### config.mk
export PLATFORM = sky130hd
export DESIGN_NAME = c3x3_div
export DESIGN_NICKNAME = d
export VERILOG_FILES = /design/src/c3x3_pkg.sv /design/src/c3x3_div.sv
export SDC_FILE = /design/constraint.sdc
export NUM_CORES = 1
export LEC_CHECK = 0
export BUFFER_PORTS_ARGS = -buffer_cell sky130_fd_sc_hd__buf_2
export CORE_UTILIZATION = 40
export CTS_CLUSTER_SIZE = 16
export DETAILED_ROUTE_END_ITERATION = 16
export GPL_TIMING_DRIVEN = 0
export PLACE_DENSITY = 0.68
export SETUP_SLACK_MARGIN = 0.1
export SYNTH_ARGS = -nofsm -noshare
export SYNTH_HDL_FRONTEND = slang
export SYNTH_SLANG_ARGS = --single-unit
export TNS_END_PERCENT = 100
### constraint.sdc
create_clock -name i_clk -period 5.1 [get_ports i_clk]
set_clock_uncertainty 0.2 [all_clocks]
set_input_delay 0.255 -clock i_clk [delete_from_list [all_inputs] [get_ports i_clk]]
set_output_delay 0.255 -clock i_clk [all_outputs]
set_load 0.005 [all_outputs]
### src/c3x3_pkg.sv
package c3x3_pkg;

    localparam int DEF_MAX_WIDTH  = 1024;
    localparam int DEF_MAX_HEIGHT = 1024;
    localparam int SZW   = 13;
    localparam int OCW   = 10;
    localparam int SUMW  = 20;
    localparam int PXW   = 24;
    localparam int CFGW  = 24;
    localparam int CIDXW = 3;

    localparam logic [CIDXW-1:0] REG_COEF_TOP  = 3'd0;
    localparam logic [CIDXW-1:0] REG_COEF_MID  = 3'd1;
    localparam logic [CIDXW-1:0] REG_COEF_BOT  = 3'd2;
    localparam logic [CIDXW-1:0] REG_DIVISOR   = 3'd3;
    localparam logic [CIDXW-1:0] REG_WIDTH     = 3'd4;
    localparam logic [CIDXW-1:0] REG_HEIGHT    = 3'd5;

    typedef struct packed {
        logic [7:0] red_in;
        logic [7:0] green_in;
        logic [7:0] blue_in;
        logic       frame_start;
    } t_in;

    typedef struct packed {
        logic [7:0]     red_out;
        logic [7:0]     green_out;
        logic [7:0]     blue_out;
        logic [OCW-1:0] out_column;
        logic [OCW-1:0] out_row;
        logic           frame_end;
    } t_out;

    typedef struct packed {
        logic       start;
        logic [7:0] divisor;
    } t_div_ctl;

    typedef enum logic [2:0] {
        S_IDLE,
        S_LOAD,
        S_MAC,
        S_DIV,
        S_OUT
    } t_state;

    function automatic logic signed [7:0] tap_coef(input logic [71:0] rows,
                                                   input logic [3:0] k);
        logic signed [7:0] c;
        case (k)
            4'd0: c = rows[7:0];
            4'd1: c = rows[15:8];
            4'd2: c = rows[23:16];
            4'd3: c = rows[31:24];
            4'd4: c = rows[39:32];
            4'd5: c = rows[47:40];
            4'd6: c = rows[55:48];
            4'd7: c = rows[63:56];
            4'd8: c = rows[71:64];
            default: c = 8'sd0;
        endcase
        return c;
    endfunction

endpackage

### src/c3x3_div.sv
module c3x3_div import c3x3_pkg::*; (
    input  logic                   i_clk,
    input  logic                   i_rst_n,
    input  t_div_ctl               i_ctl,
    input  logic signed [SUMW-1:0] i_sum,
    output logic [7:0]             o_res,
    output logic                   o_done
);
    logic [7:0]  r_rem, n_rem;
    logic [7:0]  r_low, n_low;
    logic [7:0]  r_q, n_q;
    logic [7:0]  r_div;
    logic [2:0]  r_cnt;
    logic        r_busy, r_done, r_hi, r_zero;
    logic [15:0] lim;
    logic [8:0]  t;

    assign lim = 16'({8'd0, i_ctl.divisor} * 16'd255);
    assign t   = {r_rem, r_low[7]};

    always_comb begin
        n_low = {r_low[6:0], 1'b0};
        if (t >= {1'b0, r_div}) begin
            n_rem = 8'(t - {1'b0, r_div});
            n_q   = {r_q[6:0], 1'b1};
        end else begin
            n_rem = t[7:0];
            n_q   = {r_q[6:0], 1'b0};
        end
    end

    always_ff @(posedge i_clk) begin
        if (!i_rst_n) begin
            r_busy <= 1'b0;
            r_done <= 1'b0;
            r_cnt  <= 3'd0;
        end else begin
            r_done <= 1'b0;
            if (i_ctl.start) begin
                r_busy <= 1'b1;
                r_cnt  <= 3'd0;
            end else if (r_busy) begin
                r_cnt <= r_cnt + 3'd1;
                if (r_cnt == 3'd7) begin
                    r_busy <= 1'b0;
                    r_done <= 1'b1;
                end
            end
        end
    end

    always_ff @(posedge i_clk) begin
        if (i_ctl.start) begin
            r_div  <= i_ctl.divisor;
            r_rem  <= i_sum[15:8];
            r_low  <= i_sum[7:0];
            r_q    <= 8'd0;
            r_zero <= i_sum[SUMW-1] || (i_ctl.divisor == 8'd0);
            r_hi   <= !i_sum[SUMW-1] && ({1'b0, i_sum[SUMW-2:0]} > SUMW'(lim));
        end else if (r_busy) begin
            r_rem <= n_rem;
            r_low <= n_low;
            r_q   <= n_q;
        end
    end

    assign o_res  = r_hi ? 8'd255 : (r_zero ? 8'd0 : r_q);
    assign o_done = r_done;
endmodule

==> run_results.csv <==
group,metric,value,unit
die,io_pins,40,
place,place.gp.congestion,0.8301,
clock_tree,clkSinkCount,39,
clock_tree,cts_made_buffers,5,
sta,finalHoldViolations,1,
run_status,status,"finished, violations left",
setup_path,cp.required,5020,ps
setup_path,crit_slowest_cell,"fa_2",
setup_path,worstPathCellList,"buf_8, clkinvlp_4, fa_1, inv_2, fa_1, inv_1, fa_1, fa_2, inv_2, ha_4, a21o_1, a21o_1, a41o_1, a21oi_2, xor2_1, ha_1, and3_4, nand3_4, nor4_4, o21ai_1, a31oi_1",
cells_and_area,nFillCells,894,
sta,report.final.slew_viol_count,0,
setup_path,crit_path_start_kind,"primary input",
place,place_area,0.004552,mm²
die,dieHeight,104.4,µm
place,dp_hpwl,7.272,mm
synthesis,ys_top_cells_by_area,"ha_1, edfxtp_1, fa_1",
pwr,p_comb_share,75.3,%
synthesis,synth.cell_area,0.004190,mm²
synthesis,yosysWarnings,0,
cells_and_area,design_area,0.005044,mm²
die,rows,36,
sta,tns,0,ps
die,start_util,42.09,%
place,numPortBuffers,39,
worst_hold_path,min_from,"i_ctl[2]",
setup_path,cp_num_buf_inv,5,
synthesis,ys_seq_area_share,24.84,%
routing,num_vias,3021,
cells_and_area,drive_above_1_share,24.22,%
place,dpl.cell_count,588,
sta,whs,-1.571,ps
grt,grt_pass1_vias,3305,
grt,gr-total-overflow,0,
setup_path,cp_top_family,"adder cells",
cells_and_area,regArea,0.001041,mm²
sta,worst_pin_slew,608.9,ps
setup_path,worst_ep_arrival_time,4790,ps
pwr,internal-power,0.001457,W
routing,wl_per_cell,14.76,µm
clock_tree,root_buffer,"clkbuf_8",
die,fp.dieArea,0.01089,mm²
cells_and_area,insertedDiodeCount,0,
cells_and_area,multi_input_area,0.002948,mm²
clock_tree,cts_tree,"done",
grt,antenna_found_initial,0,
sta,clock.fmax,205.2,MHz
sta,final.period_utilization,95.54,%
synthesis,synth_edf_count,26,
pwr,p_leak,2.379,nW
routing,antenna_left,0,
setup_path,cpPeakStageDelay,560,ps
cells_and_area,utilization,50.67,%
job,cap_violations,0,
routing,route.detailed.drc,0,
synthesis,syn-mean-instance-area,10.07,µm²
grt,grt_usage,17.17,%
die,coreArea,0.009955,mm²
sta,fin_crit,4873,ps
pwr,peakVddDrop,288.3,µV
clock_tree,htreeDepth,2,
pwr,pwr-share-clk,9.9,%
die,die_w,104.4,µm
sta,rsz0062_at_grt,"false",
setup_path,critPathCaptureType,"flop",
setup_path,crit_start,"i_ctl[5]",
routing,routed_wl,9.031,mm
sta,slew_headroom,59.41,%
setup_path,critPathMaxFanout,4,
sta,setup_viol,0,
synthesis,synth_most_common_cell,"inv_1",
cells_and_area,nNetsFinal,606,
synthesis,synth.largest_area_cell,"ha_1",
synthesis,synth_seq_cells,39,
synthesis,synth_commonest_cells,"inv_1, ha_1, fa_1",
pwr,seq_power_share,14.7,%
clock_tree,clockBufferDepth,2,
synthesis,synthArstFlopShare,0,%
setup_path,crit_path_frequent_cell,"fa_1",
setup_path,reg2reg_slack,2580,ps
synthesis,synthDominantCellAreaShare,20.01,%
pwr,powerDensity,530.2,mW/mm²
grt,grt_max_degree,17,
setup_path,crit_type,"primary input to flop",
clock_tree,clock_latency,290,ps
synthesis,synth_nets,544,
pwr,p_switching,0.001217,W
pwr,swShare,45.50,%
grt,grt_first_pass_wirelength,15.10,mm
routing,drt-initial-drc-count,70,
synthesis,synth_cell_types,61,
setup_path,r2r-start,"r_low[7]",
clock_tree,clk_pin_slew,80,ps
synthesis,synthFlopType,"edfxtp_1",
cells_and_area,final_cells,612,
routing,dr.pass1.iters,4,
worst_hold_path,hold_path_class,"primary input to flop",
cells_and_area,area_delta_synth_final,20.36,%
synthesis,synth_cells,416,
routing,vias_per_cell,4.936,
run_status,violations,"negative hold slack",
==> final cells by class <==
class	count	share of cell area (%)
inverter	85	6.549
multi-input combinational	284	58.45
clock buffer	8	2.431
tap	133	3.299
timing repair buffer	55	7.566
buffer	8	1.067
sequential	39	20.64
==> cell usage in the layout, fill, tap and decap left out, types with 4 or more instances in the layout <==
master	synthesis	layout
nor2b_1	4	4
buf_2	1	32
a211oi_1	4	4
clkbuf_8	0	5
fa_2	0	4
buf_6	3	8
nand2_1	13	11
a21o_1	16	16
dfxtp_1	13	13
a21oi_1	13	13
buf_4	0	12
o31ai_1	4	4
inv_1	85	75
inv_2	0	7
xor2_1	7	6
xnor2_1	12	12
nor2_1	22	22
fa_1	30	26
mux2i_1	9	9
ha_1	67	62
nand2b_1	6	6
mux2_2	7	7
clkbuf_1	3	4
edfxtp_1	26	26
ha_4	0	5
dlygate4sd3_1	0	5
o21ai_0	8	8
o21ai_1	6	4
==> logic make-up (layout without fill, tap and decap cells) <==
logic type	Yosys count	in the layout	share of synthesized area, %
adders and majority gates	97	97	34.34
buffers and inverters	93	156	8.898
AOI/OAI and AO/OA	80	80	14.90
and+or+nand+nor	72	72	9.018
DFF	39	39	24.84
xor gates and xnor gates	19	19	3.971
muxes	16	16	4.031
==> routing by layer <==
layer,GRT usage [%],wire length [µm]
met1,20.06,3933
met2,32.12,4709
met3,1.504,169
met4,6.633,218
met5,0,0
==> flip-flops by register name (all words and copies together), names as in the netlist <==
name    count
r_div       8
r_q         8
r_rem       8
o_done      1
r_zero      1
r_low       8
r_cnt       3
r_busy      1
r_hi        1
==> power groups by stage <==
stage                     Sequential (W)  Clock [W]  Combinational, W
final                           0.000394   0.000265           0.00201
after global placement          0.000401          0           0.00152
after CTS                       0.000395   0.000269           0.00184
after floorplan                 0.000397          0           0.00127
after global routing            0.000399   0.000278           0.00224
after detailed placement        0.000402          0           0.00158
==> timing repair <==
| action | CTS | global route |
|---|---|---|
| pin swaps | 24 | 19 |
| hold endpoints to repair | 4 | 1 |
| gates resized for setup | 38 | 18 |
| hold buffers | 4 | 1 |
| buffers inserted | 6 | 5 |
| setup endpoints to repair | 1 | 1 |
==> through the flow <==
| step | setup WS, ps | total power, W |
|---|---|---|
| after floorplan | 195.8 | 0.001669 |
| after global placement | -439.6 | 0.001921 |
| after global routing | 84.04 | 0.002916 |
| after detailed placement | -502.7 | 0.001983 |
| after CTS | 109.6 | 0.002502 |
| final | 227.5 | 0.002674 |
==> path summary, 6_finish.rpt <==
| kind | end | depth (start not counted) |
|---|---|---|
| hold / removal | r_div[2] | 1 |
| setup / recovery | r_hi | 21 |
| hold reg to reg | r_cnt[0] | 2 |
| setup reg to reg | r_rem[6] | 8 |
Power figures use the tool's default switching activity.
